File: src/sv/rcpb_pkg.sv
// Shared types, constants and control store for the RMAP command packet builder.
// Holds request/result payload structs, config register indexes, CRC-8 and microcode.
// No dependencies.
package rcpb_pkg;

  localparam int unsigned MAX_PATH_BYTES = 12;
  localparam int unsigned STEP_W         = 5;
  localparam int unsigned CFG_INDEX_W    = 3;
  localparam int unsigned CFG_DATA_W     = 64;

  localparam logic [STEP_W-1:0] STEP_LAST = 5'd23;

  localparam logic [7:0] PROTOCOL_ID   = 8'h01;
  localparam logic [7:0] INSTR_COMMAND = 8'h40;
  localparam logic [7:0] INSTR_WRITE   = 8'h20;
  localparam logic [7:0] CRC_POLY_REFL = 8'hE0;
  localparam logic [7:0] WRITE_LENGTH  = 8'h04;
  localparam logic [23:0] NODE_ADDR_RESET = 24'hFEFEFE;

  localparam logic [CFG_INDEX_W-1:0] REG_NODE_ADDRESSING = 3'd0;
  localparam logic [CFG_INDEX_W-1:0] REG_OUT_PATH_LENGTH = 3'd1;
  localparam logic [CFG_INDEX_W-1:0] REG_IN_PATH_LENGTH  = 3'd2;
  localparam logic [CFG_INDEX_W-1:0] REG_OUT_PATH_LOW    = 3'd3;
  localparam logic [CFG_INDEX_W-1:0] REG_OUT_PATH_HIGH   = 3'd4;
  localparam logic [CFG_INDEX_W-1:0] REG_IN_PATH_LOW     = 3'd5;
  localparam logic [CFG_INDEX_W-1:0] REG_IN_PATH_HIGH    = 3'd6;

  typedef struct packed {
    logic        mode;
    logic [2:0]  option_flags;
    logic [15:0] transaction_id;
    logic [31:0] target_address;
    logic [23:0] read_length;
    logic [31:0] write_word;
  } rcpb_in_t;

  typedef struct packed {
    logic [7:0] packet_byte;
    logic       last_byte;
  } rcpb_out_t;

  typedef enum logic {
    SEQ_IDLE,
    SEQ_RUN
  } seq_state_t;

  typedef enum logic [4:0] {
    SRC_OUT_PATH,
    SRC_DEST_LA,
    SRC_PROTO,
    SRC_INSTR,
    SRC_KEY,
    SRC_ZERO,
    SRC_IN_PATH,
    SRC_SRC_LA,
    SRC_TID_HI,
    SRC_TID_LO,
    SRC_ADDR3,
    SRC_ADDR2,
    SRC_ADDR1,
    SRC_ADDR0,
    SRC_LEN2,
    SRC_LEN1,
    SRC_LEN0,
    SRC_CRC,
    SRC_DATA0,
    SRC_DATA1,
    SRC_DATA2,
    SRC_DATA3
  } byte_src_t;

  typedef enum logic [1:0] {
    LOOP_NONE,
    LOOP_OUT,
    LOOP_PAD,
    LOOP_IN
  } loop_t;

  typedef struct packed {
    byte_src_t src;
    logic      crc_en;
    logic      crc_clear;
    loop_t     loop;
    logic      end_if_read;
    logic      last;
  } ucode_t;

  function automatic ucode_t uc(input byte_src_t src, input logic crc_en,
                                input logic crc_clear, input loop_t loop,
                                input logic end_if_read, input logic last);
    ucode_t w;
    w.src         = src;
    w.crc_en      = crc_en;
    w.crc_clear   = crc_clear;
    w.loop        = loop;
    w.end_if_read = end_if_read;
    w.last        = last;
    return w;
  endfunction

  function automatic ucode_t ucode_rom(input logic [STEP_W-1:0] step);
    ucode_t w;
    unique case (step)
      5'd0:    w = uc(SRC_OUT_PATH, 1'b0, 1'b0, LOOP_OUT,  1'b0, 1'b0);
      5'd1:    w = uc(SRC_DEST_LA,  1'b1, 1'b0, LOOP_NONE, 1'b0, 1'b0);
      5'd2:    w = uc(SRC_PROTO,    1'b1, 1'b0, LOOP_NONE, 1'b0, 1'b0);
      5'd3:    w = uc(SRC_INSTR,    1'b1, 1'b0, LOOP_NONE, 1'b0, 1'b0);
      5'd4:    w = uc(SRC_KEY,      1'b1, 1'b0, LOOP_NONE, 1'b0, 1'b0);
      5'd5:    w = uc(SRC_ZERO,     1'b1, 1'b0, LOOP_PAD,  1'b0, 1'b0);
      5'd6:    w = uc(SRC_IN_PATH,  1'b1, 1'b0, LOOP_IN,   1'b0, 1'b0);
      5'd7:    w = uc(SRC_SRC_LA,   1'b1, 1'b0, LOOP_NONE, 1'b0, 1'b0);
      5'd8:    w = uc(SRC_TID_HI,   1'b1, 1'b0, LOOP_NONE, 1'b0, 1'b0);
      5'd9:    w = uc(SRC_TID_LO,   1'b1, 1'b0, LOOP_NONE, 1'b0, 1'b0);
      5'd10:   w = uc(SRC_ZERO,     1'b1, 1'b0, LOOP_NONE, 1'b0, 1'b0);
      5'd11:   w = uc(SRC_ADDR3,    1'b1, 1'b0, LOOP_NONE, 1'b0, 1'b0);
      5'd12:   w = uc(SRC_ADDR2,    1'b1, 1'b0, LOOP_NONE, 1'b0, 1'b0);
      5'd13:   w = uc(SRC_ADDR1,    1'b1, 1'b0, LOOP_NONE, 1'b0, 1'b0);
      5'd14:   w = uc(SRC_ADDR0,    1'b1, 1'b0, LOOP_NONE, 1'b0, 1'b0);
      5'd15:   w = uc(SRC_LEN2,     1'b1, 1'b0, LOOP_NONE, 1'b0, 1'b0);
      5'd16:   w = uc(SRC_LEN1,     1'b1, 1'b0, LOOP_NONE, 1'b0, 1'b0);
      5'd17:   w = uc(SRC_LEN0,     1'b1, 1'b0, LOOP_NONE, 1'b0, 1'b0);
      5'd18:   w = uc(SRC_CRC,      1'b0, 1'b1, LOOP_NONE, 1'b1, 1'b0);
      5'd19:   w = uc(SRC_DATA0,    1'b1, 1'b0, LOOP_NONE, 1'b0, 1'b0);
      5'd20:   w = uc(SRC_DATA1,    1'b1, 1'b0, LOOP_NONE, 1'b0, 1'b0);
      5'd21:   w = uc(SRC_DATA2,    1'b1, 1'b0, LOOP_NONE, 1'b0, 1'b0);
      5'd22:   w = uc(SRC_DATA3,    1'b1, 1'b0, LOOP_NONE, 1'b0, 1'b0);
      5'd23:   w = uc(SRC_CRC,      1'b0, 1'b1, LOOP_NONE, 1'b0, 1'b1);
      default: w = uc(SRC_CRC,      1'b0, 1'b1, LOOP_NONE, 1'b0, 1'b1);
    endcase
    return w;
  endfunction

  // RMAP CRC-8, reflected x^8+x^2+x+1
  function automatic logic [7:0] crc_byte(input logic [7:0] crc, input logic [7:0] b);
    logic [7:0] c;
    c = crc ^ b;
    for (int k = 0; k < 8; k++) begin
      c = c[0] ? ((c >> 1) ^ CRC_POLY_REFL) : (c >> 1);
    end
    return c;
  endfunction

endpackage

File: src/sv/rmap_command_packet_builder_core.sv
// RMAP command packet builder top level: config registers, microcoded byte sequencer.
// Depends on rcpb_pkg (payload structs, register indexes, control store, CRC-8).
//
// Usage: a request on in_valid/in_ready (struct rcpb_in_t) becomes one RMAP command
// packet, delivered one byte per result on out_valid/out_ready (struct rcpb_out_t),
// with last_byte set on the final byte. Configuration registers (node addressing,
// path lengths, path bytes) are written through cfg_valid/cfg_ready/cfg_index/
// cfg_data; cfg_ready is always high. Writes are to be made only while idle; the
// block itself does not enforce it. Start: an accepted request puts the sequencer
// in its run state, and the first byte is then registered into the output register;
// with no destination path the sequencer first steps past the empty path loop.
// Throughput: one byte per cycle while the receiver does not stall, except where
// each of the three path loops (destination path, source pad, source path) closes
// and no byte is sent. The longest write packet has 45 bytes. The next request is
// accepted once the sequencer is back in idle after the packet's last byte is
// registered. The step counter walks the control store.
// Reset: registers return to their reset values, the sequencer is idle and no
// result is pending. When the receiver stalls, the sequencer holds its step (it
// still steps past a finished path loop) until the output register is free again.
module rmap_command_packet_builder_core (
  input  logic                                 clk,
  input  logic                                 rst,
  input  logic                                 in_valid,
  output logic                                 in_ready,
  input  rcpb_pkg::rcpb_in_t                   in_data,
  output logic                                 out_valid,
  input  logic                                 out_ready,
  output rcpb_pkg::rcpb_out_t                  out_data,
  input  logic                                 cfg_valid,
  output logic                                 cfg_ready,
  input  logic [rcpb_pkg::CFG_INDEX_W-1:0]     cfg_index,
  input  logic [rcpb_pkg::CFG_DATA_W-1:0]      cfg_data
);

  logic [23:0] node_addressing;
  logic [3:0]  out_path_length;
  logic [3:0]  in_path_length;
  logic [63:0] out_path_low;
  logic [31:0] out_path_high;
  logic [63:0] in_path_low;
  logic [31:0] in_path_high;

  rcpb_pkg::seq_state_t state, state_next;
  logic [rcpb_pkg::STEP_W-1:0] step;
  logic [3:0]  cnt;
  logic [7:0]  crc;
  logic [31:0] held_address;
  logic [31:0] held_payload;
  logic        held_mode;
  logic [2:0]  held_flags;
  logic [15:0] held_tid;

  rcpb_pkg::ucode_t uw;
  logic [3:0]  out_len;
  logic [3:0]  in_len;
  logic [1:0]  in_words;
  logic [1:0]  pad_len;
  logic [3:0]  loop_count;
  logic        loop_done;
  logic        emit;
  logic        finish;
  logic        in_fire;
  logic [7:0]  tx_byte;
  logic [95:0] out_path_vec;
  logic [95:0] in_path_vec;

  assign cfg_ready = 1'b1;

  always_ff @(posedge clk) begin
    if (rst) begin
      node_addressing <= rcpb_pkg::NODE_ADDR_RESET;
      out_path_length <= '0;
      in_path_length  <= '0;
      out_path_low    <= '0;
      out_path_high   <= '0;
      in_path_low     <= '0;
      in_path_high    <= '0;
    end else if (cfg_valid && cfg_ready) begin
      unique case (cfg_index)
        rcpb_pkg::REG_NODE_ADDRESSING: node_addressing <= cfg_data[23:0];
        rcpb_pkg::REG_OUT_PATH_LENGTH: out_path_length <= cfg_data[3:0];
        rcpb_pkg::REG_IN_PATH_LENGTH:  in_path_length  <= cfg_data[3:0];
        rcpb_pkg::REG_OUT_PATH_LOW:    out_path_low    <= cfg_data;
        rcpb_pkg::REG_OUT_PATH_HIGH:   out_path_high   <= cfg_data[31:0];
        rcpb_pkg::REG_IN_PATH_LOW:     in_path_low     <= cfg_data;
        rcpb_pkg::REG_IN_PATH_HIGH:    in_path_high    <= cfg_data[31:0];
        default: ;
      endcase
    end
  end

  assign out_len  = (out_path_length > 4'(rcpb_pkg::MAX_PATH_BYTES)) ?
                    4'(rcpb_pkg::MAX_PATH_BYTES) : out_path_length;
  assign in_len   = (in_path_length > 4'(rcpb_pkg::MAX_PATH_BYTES)) ?
                    4'(rcpb_pkg::MAX_PATH_BYTES) : in_path_length;
  assign in_words = 2'(({1'b0, in_len} + 5'd3) >> 2);
  assign pad_len  = 2'(3'd4 - {1'b0, in_len[1:0]});

  assign out_path_vec = {out_path_high, out_path_low};
  assign in_path_vec  = {in_path_high, in_path_low};

  assign uw = rcpb_pkg::ucode_rom(step);

  always_comb begin
    unique case (uw.loop)
      rcpb_pkg::LOOP_NONE: loop_count = 4'd0;
      rcpb_pkg::LOOP_OUT:  loop_count = out_len;
      rcpb_pkg::LOOP_PAD:  loop_count = {2'b00, pad_len};
      rcpb_pkg::LOOP_IN:   loop_count = in_len;
      default:             loop_count = 4'd0;
    endcase
  end

  assign in_fire   = in_valid && in_ready;
  assign loop_done = (uw.loop != rcpb_pkg::LOOP_NONE) && (cnt == loop_count);
  assign emit      = (state == rcpb_pkg::SEQ_RUN) && !loop_done && (!out_valid || out_ready);
  assign finish    = emit && (uw.last || (uw.end_if_read && !held_mode));

  always_comb begin
    unique case (uw.src)
      rcpb_pkg::SRC_OUT_PATH: tx_byte = out_path_vec[{cnt, 3'b000} +: 8];
      rcpb_pkg::SRC_DEST_LA:  tx_byte = node_addressing[7:0];
      rcpb_pkg::SRC_PROTO:    tx_byte = rcpb_pkg::PROTOCOL_ID;
      rcpb_pkg::SRC_INSTR:    tx_byte = rcpb_pkg::INSTR_COMMAND
                                        | (held_mode ? rcpb_pkg::INSTR_WRITE : 8'h00)
                                        | {3'b000, held_flags, in_words};
      rcpb_pkg::SRC_KEY:      tx_byte = node_addressing[23:16];
      rcpb_pkg::SRC_ZERO:     tx_byte = 8'h00;
      rcpb_pkg::SRC_IN_PATH:  tx_byte = in_path_vec[{cnt, 3'b000} +: 8];
      rcpb_pkg::SRC_SRC_LA:   tx_byte = node_addressing[15:8];
      rcpb_pkg::SRC_TID_HI:   tx_byte = held_tid[15:8];
      rcpb_pkg::SRC_TID_LO:   tx_byte = held_tid[7:0];
      rcpb_pkg::SRC_ADDR3:    tx_byte = held_address[31:24];
      rcpb_pkg::SRC_ADDR2:    tx_byte = held_address[23:16];
      rcpb_pkg::SRC_ADDR1:    tx_byte = held_address[15:8];
      rcpb_pkg::SRC_ADDR0:    tx_byte = held_address[7:0];
      rcpb_pkg::SRC_LEN2:     tx_byte = held_mode ? 8'h00 : held_payload[23:16];
      rcpb_pkg::SRC_LEN1:     tx_byte = held_mode ? 8'h00 : held_payload[15:8];
      rcpb_pkg::SRC_LEN0:     tx_byte = held_mode ? rcpb_pkg::WRITE_LENGTH
                                                  : held_payload[7:0];
      rcpb_pkg::SRC_CRC:      tx_byte = crc;
      rcpb_pkg::SRC_DATA0:    tx_byte = held_payload[7:0];
      rcpb_pkg::SRC_DATA1:    tx_byte = held_payload[15:8];
      rcpb_pkg::SRC_DATA2:    tx_byte = held_payload[23:16];
      rcpb_pkg::SRC_DATA3:    tx_byte = held_payload[31:24];
      default:                tx_byte = 8'h00;
    endcase
  end

  always_comb begin
    state_next = state;
    unique case (state)
      rcpb_pkg::SEQ_IDLE: if (in_valid) state_next = rcpb_pkg::SEQ_RUN;
      rcpb_pkg::SEQ_RUN:  if (finish) state_next = rcpb_pkg::SEQ_IDLE;
      default:            state_next = rcpb_pkg::SEQ_IDLE;
    endcase
  end

  always_comb begin
    in_ready = (state == rcpb_pkg::SEQ_IDLE);
  end

  always_ff @(posedge clk) begin
    if (rst) begin
      state        <= rcpb_pkg::SEQ_IDLE;
      step         <= '0;
      cnt          <= '0;
      crc          <= '0;
      out_valid    <= 1'b0;
      held_address <= '0;
      held_payload <= '0;
      held_mode    <= 1'b0;
      held_flags   <= '0;
      held_tid     <= '0;
    end else begin
      state <= state_next;
      if (in_fire) begin
        held_address <= in_data.target_address;
        held_payload <= in_data.mode ? in_data.write_word : {8'h00, in_data.read_length};
        held_mode    <= in_data.mode;
        held_flags   <= in_data.option_flags;
        held_tid     <= in_data.transaction_id;
        step         <= '0;
        cnt          <= '0;
        crc          <= '0;
      end else if (state == rcpb_pkg::SEQ_RUN) begin
        if (loop_done) begin
          cnt  <= '0;
          step <= step + 1'b1;
        end else if (emit) begin
          if (uw.crc_clear) begin
            crc <= '0;
          end else if (uw.crc_en) begin
            crc <= rcpb_pkg::crc_byte(crc, tx_byte);
          end
          if (finish) begin
            step <= '0;
            cnt  <= '0;
          end else if (uw.loop != rcpb_pkg::LOOP_NONE) begin
            cnt <= cnt + 1'b1;
          end else begin
            step <= step + 1'b1;
          end
        end
      end
      if (emit) begin
        out_valid <= 1'b1;
      end else if (out_ready) begin
        out_valid <= 1'b0;
      end
    end
  end

  always_ff @(posedge clk) begin
    if (emit) begin
      out_data.packet_byte <= tx_byte;
      out_data.last_byte   <= finish;
    end
  end

  a_step_range: assert property (@(posedge clk) disable iff (rst)
    (state == rcpb_pkg::SEQ_RUN) |-> (step <= rcpb_pkg::STEP_LAST))
    else $error("sequencer step out of range");

  a_cnt_range: assert property (@(posedge clk) disable iff (rst)
    cnt <= 4'(rcpb_pkg::MAX_PATH_BYTES))
    else $error("path loop counter out of range");

  a_idle_crc: assert property (@(posedge clk) disable iff (rst)
    (state == rcpb_pkg::SEQ_IDLE) |-> (crc == 8'h00 && step == '0))
    else $error("sequencer not cleared while idle");

  a_finish_idle: assert property (@(posedge clk) disable iff (rst)
    finish |=> (state == rcpb_pkg::SEQ_IDLE && out_valid && out_data.last_byte))
    else $error("packet end not followed by idle with last byte");

endmodule
File: config.mk
export PLATFORM = sky130hd
export DESIGN_NAME = rmap_command_packet_builder_core
export DESIGN_NICKNAME = d
export VERILOG_FILES = /design/src/sv/rcpb_pkg.sv /design/src/sv/rmap_command_packet_builder_core.sv
export SDC_FILE = /design/constraint.sdc
export NUM_CORES = 1
export LEC_CHECK = 0
export BUFFER_PORTS_ARGS = -buffer_cell sky130_fd_sc_hd__buf_2
export CAP_MARGIN = 20
export CORE_MARGIN = 2
export CORE_UTILIZATION = 35
export CTS_CLUSTER_DIAMETER = 200
export CTS_CLUSTER_SIZE = 8
export DETAILED_ROUTE_END_ITERATION = 10
export GPL_TIMING_DRIVEN = 0
export PLACE_DENSITY = 0.52
export SKIP_LAST_GASP = 1
export SYNTH_ARGS = -nofsm -noshare
export SYNTH_HDL_FRONTEND = slang
export SYNTH_SLANG_ARGS = --single-unit
File: constraint.sdc
create_clock -name clk -period 5.19 [get_ports clk]
set_input_delay 1.557 -clock clk [delete_from_list [all_inputs] [get_ports clk]]
set_output_delay 1.557 -clock clk [all_outputs]
set_load 0.01 [all_outputs]
==> impl_metrics.toml, run 1 <==
[sta]
period_needed_ns = 4.18
rsz0062_at_grt = "no"
tns_ns = 0
clock_skew_ns = 0.0286
setup-violations-final = 0
hold_violations = 0
worst_pin_slew_ns = 1.12
slew_violations = 0
whs_ns = 0.451
max_freq_mhz = 239
layout_setup_ws_ns = 1.01
fin_crit_sh_pct = 80.5
relSlewSlack_pct = 24.6

[critical_path]
cp_cell_sequence = "buf_4, buf_2, buf_4, buf_6, nor4_1, nand2_1, a21oi_1, a311oi_2, xnor2_1, xnor2_2, xnor2_1, or3_1, o21ai_0"
critPathTopFamily = "simple AND/OR/NAND/NOR gates"
max_stage_delay_ns = 0.95
arrival_ns = 4.68
worstSetupStartpointType = "register"
worstPathMaxFanout = 10
rrSetupSlack_ns = 1.01
crit_type = "reg2reg"
required_ns = 5.70
path_buf_inv = 4
slowest_stage = "nor4_1"
cp-end-kind = "register"

[power_and_ir_drop]
vdd_ir_drop_max_uv = 254
power_density_nw_per_um2 = 336
p_leak_nw = 7.04

[grt]
grt_first_pass_wirelength_mm = 89.4
grt_pass1_vias = 14000
antenna_found_initial = 0
grt_start_max_net_pins = 14
grt_overflow = 0
track_usage_pct = 25.4

[clocking]
cts_setup_buffers = 0
h-tree-depth = 2
clkLatencyLatePin_ns = 0.60
clockBufferDepth = 3
ctsRootBufferMaster = "clkbuf_16"
cts-resized-gates = 0
clock-sinks = 347
ctsHoldBuffers = 0
cts_inserted_buffers = 49
cts_tree = "yes"
cts.reportedPaths.clkPinSlew_ns = 0.05

[floorplan]
die_area_um2 = 46800
die_h_um = 216
start_util_pct = 35.6
core-area_um2 = 44300
io-pin-count = 192
rows = 77
die_w_um = 216

[finish]
final_layout_size_suffix_gt1_share_pct = 17.4
syn_to_final_growth_pct = 18.9
n_fill_cell = 4492
nets = 2213
multi_input_area_um2 = 8010
final_cell_mix = "nand2_1, dfxtp_1, a21oi_1, buf_2, clkbuf_1"
diodes = 0
seq_area_um2 = 7040
fin_cells = 2620
fin_util_pct = 42.3
final_common_cell = "nand2_1"

[place]
place.gp.congestion = 0.945
dpl.hpwl_mm = 44.8
dp.cells = 2565
io_buffer_count = 189
dpl_worst_slack_ns = 1.05

[synth]
synthCells = 1783
yosys_register_bits = 347
netlist_area_um2 = 15800
synth.distinct_cells = 84
synth_ff_type = "dfxtp_1"
synth_edf_count = 9
synth-seq-area-share_pct = 44.6
syn_avg_cell_area_um2 = 8.85
yosys_warnings = 0
async_flop_share_pct = 0
syn-num-nets = 1971

[drt]
via_per_inst = 5.49
vias = 14400
drtIter0Drc = 1179
drtPass1Iterations = 5
drc_errors = 0
drtAntennaViolNets = 0
routed_wl_mm = 60.3
wire_per_inst_um = 23.0

[flow_run]
drv_cap = 0

[min_path]
hold_path_class = "reg2reg"

[run_status]
status = "complete, no violations"
[flip-flops by register name, summed over array words and instances (netlist names), 5 cells and up]
name,count
out_data,9
out_path_low,64
held_payload,32
node_addressing,24
held_tid,16
crc,8
held_address,32
step,5
in_path_high,32
uw,11
out_path_high,32
in_path_low,64
[cell usage after synthesis (all sizes together), types with 20 or more instances]
cell type	count	area, µm²
nor2b	34	213
buf	40	270
o21ai	53	265
inv	27	101
mux4	46	1050
a211o	21	184
nand2	475	1790
a21oi	213	1080
mux2i	59	591
a22o	62	543
nand3	20	100
dfxtp	338	6770
xnor2	23	224
clkbuf	90	338
nor2	53	199
[worst register-to-register path, delay by kind of cell (launching register included)]
kind | cells | cell delay [ns]
compound gates | 3 | 0.57
simple gates | 3 | 1.77
flops | 1 | 0.29
xor+xnor | 3 | 0.66
buf+inv | 4 | 0.80
[routing by layer]
| layer | vias to the layer above | GRT usage, % | share of wire, % |
|---|---|---|---|
| met5 | - | 0 | 0 |
| met1 | 7037 | 33.1 | 43 |
| met3 | 90 | 2.96 | 5.8 |
| met4 | 0 | 8.70 | 2.9 |
| li1 | 6738 | - | - |
| met2 | 516 | 43.6 | 48 |
[kinds of logic after synthesis]
kind of cell / share of synthesized area [%]
and+or+nand+nor: 18.4
muxes: 11.4
AOI/OAI and AO/OA: 18.2
buffers and inverters: 4.59
xor gates and xnor gates: 2.16
adders and majority gates: 0.635
other: 0.0238
DFF: 44.6
[cell type report]
type / instances / area share, %
Tap cell: 592 / 3.95
Clock inverter: 3 / 0.287
Clock buffer: 51 / 6.58
Multi-Input combinational cell: 1275 / 42.7
Inverter: 31 / 0.620
Timing Repair Buffer: 191 / 5.11
Buffer: 130 / 3.24
Sequential cell: 347 / 37.5
[worst paths after layout]
check | startpoint | to | depth (start not counted)
min | out_path_high[11] | out_path_high[11] | 2
min reg2reg | out_path_high[11] | out_path_high[11] | 2
max reg2reg | uw[6] | crc[1] | 13
max | uw[6] | crc[1] | 13
[through the flow]
stage          area (µm²)  total power [mW]
3_5_place_dp        17500              3.48
5_1_grt             18800              6.50
4_1_cts             18800              6.34
6_report            18800              6.30
2_1_floorplan       15800              3.20
3_3_place_gp        17500              3.48
[where the power goes]
part	switching [mW]	internal, mW
clock	1.20	1.66
sequential	0.0616	2.77
combinational	0.374	0.229
No activity file was read; power rests on OpenSTA's default activity.
==> inputs of run 2 (changes only) <==
--- a/config.mk
+++ b/config.mk
@@ -5,6 +5,7 @@
 export SDC_FILE = /design/constraint.sdc
 export NUM_CORES = 1
 export LEC_CHECK = 0
+export ABC_AREA = 1
 export BUFFER_PORTS_ARGS = -buffer_cell sky130_fd_sc_hd__buf_2
 export CAP_MARGIN = 20
 export CORE_MARGIN = 2
==> constraint.sdc (replaced) <==
create_clock -name clk -period 4.31 [get_ports clk]
set_input_delay 1.293 -clock clk [delete_from_list [all_inputs] [get_ports clk]]
set_output_delay 1.293 -clock clk [all_outputs]
set_load 0.01 [all_outputs]
==> run 2 against run 1 <==
Effect of this change:
- first-iteration DRC count up 38%
- clock-buffer cell count is 1 higher
- utilization shrank 0.33 points
- total power is 37% higher
- worst setup slack got worse by 0.36 ns
- combinational power rose to 2.8 times the previous value
- die area increased by 1.6%
- sequential share of layout area down 0.51 points
- routed wire length increased by 7.0%
- non-clock buffer count fell by 1
==> impl_metrics.toml, run 2 <==
[drt]
drtPass1Iterations = 6
routed_wl_mm = 64.5
drtIter0Drc = 1631
via_per_inst = 5.29
wire_per_inst_um = 20.5
drtAntennaViolNets = 0
drc_errors = 0
vias = 16600

[finish]
final_common_cell = "nand2_1"
syn_to_final_growth_pct = 18.6
nets = 2729
diodes = 0
multi_input_area_um2 = 7520
final_layout_size_suffix_gt1_share_pct = 11.4
fin_cells = 3146
seq_area_um2 = 7040
final_area_um2 = 19000
n_fill_cell = 4814
final_cell_mix = "nand2_1, dfxtp_1, nor2_1, o21ai_0, inv_1"
top_regs = "in_path_low (64), out_path_low (64)"

[power_and_ir_drop]
vdd_ir_drop_max_uv = 233
p_switching_mw = 2.72
pwr-share-seq_pct = 40.7
p_leak_nw = 8.08
switching_share_pct = 31.5
power.share.clock_pct = 39.8
p_comb_share_pct = 19.4
p_int_mw = 5.92
power_density_nw_per_um2 = 454

[critical_path]
crit_type = "reg2reg"
arrival_ns = 4.17
worstPathMaxFanout = 10
critPathTopFamily = "buffers and inverters"
path_buf_inv = 3
worstSetupStartpointType = "register"
cp-end-kind = "register"
cp_cell_sequence = "clkbuf_1, clkinv_1, nand3_1, nand2_1, nand3_1, o31ai_1, nand2_1, nand2_2, o211ai_1, inv_1, ha_1, nand2_1, nand3_1, o21ai_1"
slowest_stage = "clkinv_1"
required_ns = 4.82
max_stage_delay_ns = 0.52

[synth]
synth.area.top_cells = "dfxtp_1, nand2_1, o21ai_0, nand3_1, nor2_1"
yosys_register_bits = 347
synth.distinct_cells = 46
async_flop_share_pct = 0
synth-seq-area-share_pct = 43.9
synth_top_area_cell = "dfxtp_1"
synth_ff_type = "dfxtp_1"
synth_top_area_share_pct = 42.2
yosys_warnings = 0
synthCells = 2301
synth_edf_count = 9
syn-num-nets = 2489
yosysMostFrequentCell = "nand2_1"
syn_avg_cell_area_um2 = 6.97
netlist_area_um2 = 16000
synth.cells.most_frequent = "nand2_1, dfxtp_1, nor2_1, o21ai_0, inv_1"

[place]
io_buffer_count = 189
dpl_cell_area_um2 = 17700
dpl.hpwl_mm = 47.6
place.gp.congestion = 0.920
dp.cells = 3090

[floorplan]
core-area_um2 = 45300
start_util_pct = 35.4
die_area_um2 = 47500
die_w_um = 218
io-pin-count = 192
die_h_um = 218
rows = 78

[sta]
worst_pin_slew_ns = 0.975
rsz0062_at_grt = "no"
tns_ns = 0
max_freq_mhz = 274
slew_violations = 0
setup-violations-final = 0
relSlewSlack_pct = 35.0
fin_crit_sh_pct = 84.8
period_needed_ns = 3.66
clock_skew_ns = 0.0289
hold_violations = 0

[clocking]
cts_tree = "yes"
ctsRootBufferMaster = "clkbuf_16"
clockBufferDepth = 3
cts-resized-gates = 0
cts_inserted_buffers = 49
clock-sinks = 347
clkLatencyLatePin_ns = 0.60
ctsHoldBuffers = 0
cts.reportedPaths.clkPinSlew_ns = 0.05
cts_setup_buffers = 0
h-tree-depth = 2

[grt]
grt_overflow = 0
track_usage_pct = 26.7
grt_pass1_vias = 15700
antenna_found_initial = 0
grt_start_max_net_pins = 14
grt_first_pass_wirelength_mm = 96.1

[min_path]
hold_path_class = "reg2reg"

[run_status]
status = "complete, no violations"

[flow_run]
drv_cap = 0
run 2: final timing paths:
kind / from / to / slack [ns] / cells after the start
max reg2reg: cnt[1] / uw[5] / 0.65 / 14
max: cnt[1] / uw[5] / 0.65 / 14
min: out_path_low[47] / out_path_low[47] / 0.45 / 2
min reg2reg: out_path_low[47] / out_path_low[47] / 0.45 / 2
run 2: power groups by stage:
stage | combinational [mW] | sequential (mW) | clock [mW]
4_1_cts | 1.66 | 3.52 | 3.49
2_1_floorplan | 1.02 | 3.56 | 0
5_1_grt | 1.84 | 3.53 | 3.63
6_report | 1.68 | 3.52 | 3.44
3_5_place_dp | 1.65 | 3.58 | 0
3_3_place_gp | 1.63 | 3.58 | 0
run 2: cells by family after synthesis:
| family | share of synthesized area, % |
|---|---|
| simple gates | 26.9 |
| fa+ha+maj | 0.624 |
| flops | 43.9 |
| xor+xnor | 0.164 |
| buf+inv | 9.20 |
| mux | 1.50 |
| other cells | 0.0234 |
| compound gates | 17.7 |
run 2: stage by stage:
stage / util [%] / setup WS, ns / hold slack, ns / total power, mW
floorplan: - / 1.41 / 0.424 / 4.57
global placement: 39.2 / 0.759 / 0.433 / 5.21
detailed placement: 39.2 / 0.742 / 0.437 / 5.23
CTS: 42.0 / 0.719 / 0.445 / 8.66
global route: 42.0 / 0.500 / 0.460 / 9.00
finish: 42.0 / 0.654 / 0.445 / 8.64
run 2: layer usage:
metal | part of all wire, % | vias to the layer above | track usage [%]
met4 | 3.9 | 0 | 10.4
met5 | 0 | - | 0
met3 | 7.9 | 122 | 3.79
met1 | 43 | 7757 | 35.9
li1 | - | 8026 | -
met2 | 45 | 736 | 43.2
run 2: area by class of cell:
cell class | instances | share of cell area, %
multi-input combinational | 1584 | 39.6
sequential | 347 | 37.0
clock buffer | 52 | 6.51
timing repair buffer | 189 | 4.97
inverter | 239 | 4.72
tap | 600 | 3.95
buffer | 131 | 3.04
clock inverter | 4 | 0.257
run 2: worst reg2reg max path: cells and delay by family, from the launching register on:
family / cells / cell delay (ns)
compound gates: 3 / 0.82
simple gates: 7 / 1.06
buf+inv: 3 / 1.12
fa+ha+maj: 1 / 0.24
flops: 1 / 0.33
==> inputs of run 3 (changes only) <==
==> constraint.sdc (replaced) <==
create_clock -name clk -period 3.4 [get_ports clk]
set_input_delay 1.02 -clock clk [delete_from_list [all_inputs] [get_ports clk]]
set_output_delay 1.02 -clock clk [all_outputs]
set_load 0.01 [all_outputs]
==> run 3 against run 2 <==
Effect of this change:
- routed wire length grew 0.16%
- flip-flop and latch count stayed put
- utilization rose by 0.20 points
- cell count up 0.16%
- sequential share of layout area is 0.18 points lower
- global-route usage barely moved
- total power grew 27%
- clock power increased by 26%
- sequential power up 27%
- maximum frequency up 14%
- hold slack improved by 0.0021 ns
- final area grew 0.49%
- critical endpoint is now crc[5]
==> impl_metrics.toml, run 3 (synthesis results as in run 2) <==
[drt]
drc_errors = 0
drtPass1Iterations = 5
drtIter0Drc = 1618
via_per_inst = 5.30
wire_per_inst_um = 20.5
vias = 16700
routed_wl_mm = 64.6
drtAntennaViolNets = 0

[floorplan]
die_area_um2 = 47500
rows = 78
io-pin-count = 192
core-area_um2 = 45300
start_util_pct = 35.4
die_h_um = 218
die_w_um = 218

[critical_path]
crit_type = "reg2reg"
cp-end-kind = "register"
worstPathMaxFanout = 10
arrival_ns = 3.73
required_ns = 3.92
worstSetupStartpointType = "register"

[clocking]
ctsHoldBuffers = 0
clock-sinks = 347
cts_tree = "yes"
clkLatencyLatePin_ns = 0.60
ctsRootBufferMaster = "clkbuf_16"
h-tree-depth = 2
cts.reportedPaths.clkPinSlew_ns = 0.05
clockBufferDepth = 3
cts_inserted_buffers = 49

[finish]
fin_util_pct = 42.2
n_fill_cell = 4810
syn_to_final_growth_pct = 19.2
final_common_cell = "nand2_1"
top_regs = "in_path_low (64), out_path_low (64)"
final_layout_size_suffix_gt1_share_pct = 12.0
nets = 2734
diodes = 0
final_cell_mix = "nand2_1, dfxtp_1, nor2_1, o21ai_0, inv_1"

[sta]
worst_pin_slew_ns = 0.969
hold_violations = 0
layout_setup_ws_ns = 0.185
max_freq_mhz = 311
slew_violations = 0
fin_crit_sh_pct = 94.6
relSlewSlack_pct = 35.4
period_needed_ns = 3.22
clock_skew_ns = 0.0306
setup-violations-final = 0

[grt]
grt_start_max_net_pins = 14
track_usage_pct = 26.7
grt_pass1_vias = 15700
grt_overflow = 0
antenna_found_initial = 0
grt_first_pass_wirelength_mm = 96.1

[power_and_ir_drop]
vdd_ir_drop_max_uv = 298
power.total_mw = 11.0
power_density_nw_per_um2 = 575
p_leak_nw = 8.12

[place]
io_buffer_count = 189
place.gp.congestion = 0.920
dpl_worst_slack_ns = -0.168
dpl.hpwl_mm = 47.6

[min_path]
hold_path_class = "reg2reg"

[flow_run]
drv_cap = 0

[run_status]
status = "complete, no violations"
run 3: worst paths after layout:
| check | endpoint | depth (start not counted) | slack [ns] | from |
|---|---|---|---|---|
| max | crc[5] | 16 | 0.18 | cnt[0] |
| min | out_path_low[17] | 2 | 0.45 | out_path_low[17] |
| max reg2reg | crc[5] | 16 | 0.18 | cnt[0] |
| min reg2reg | out_path_low[17] | 2 | 0.45 | out_path_low[17] |
run 3: timing repair:
action | 4_1_cts | 5_1_grt
cloned | 0 | 0
endpoints found under the hold margin | 0 | 0
pin swaps | 2 | 2
buffers inserted | 3 | 2
resized for setup | 3 | 15
setup endpoints to repair | 17 | 17
run 3: per-layer routing:
| layer | GRT usage [%] | vias to the layer above | part of all wire, % |
|---|---|---|---|
| li1 | - | 8043 | - |
| met1 | 35.9 | 7766 | 43 |
| met2 | 43.2 | 760 | 45 |
| met3 | 3.79 | 132 | 7.7 |
| met4 | 10.4 | 0 | 3.9 |
| met5 | 0 | - | 0 |
run 3: power by group:
| part | leakage [nW] | switching [mW] | total [mW] | internal [mW] |
|---|---|---|---|---|
| registers | 2.84 | 0.128 | 4.46 | 4.33 |
| logic | 4.65 | 1.52 | 2.17 | 0.650 |
| clock network | 0.626 | 1.81 | 4.35 | 2.54 |
run 3: worst max-delay path, stage by stage (launching register included):
cell	delay, ns
dfxtp_1	0.35
buf_2	0.31
buf_1	0.74
o211ai_1	0.31
nand3_1	0.22
nand3_1	0.18
nand3_2	0.19
nand2_1	0.12
nand2_1	0.08
nand2_1	0.06
nand2_1	0.10
nand2_1	0.09
nand2_1	0.07
nand2_1	0.07
nand2_1	0.07
nand3_1	0.06
a21oi_1	0.13
run 3: metrics by stage:
step / cell area [µm²] / hold WS, ns / setup TNS, ns / instances
global placement: 17700 / 0.433 / -1.43 / 3090
detailed placement: 17700 / 0.437 / -1.62 / 3090
global route: 19100 / 0.460 / -0.0125 / 3151
floorplan: 16000 / 0.424 / 0 / 2301
finish: 19100 / 0.448 / 0 / 3151
CTS: 19100 / 0.445 / 0 / 3149
run 3: final cells by class:
class | instances | area [µm²] | area share, %
well taps | 600 | 751 | 3.93
plain buffers | 131 | 583 | 3.05
flip-flops and latches | 347 | 7040 | 36.8
clock inverters | 4 | 48.8 | 0.255
clock buffers | 52 | 1240 | 6.47
inverters | 239 | 898 | 4.70
multi-input cells | 1584 | 7570 | 39.6
repair buffers | 194 | 983 | 5.15
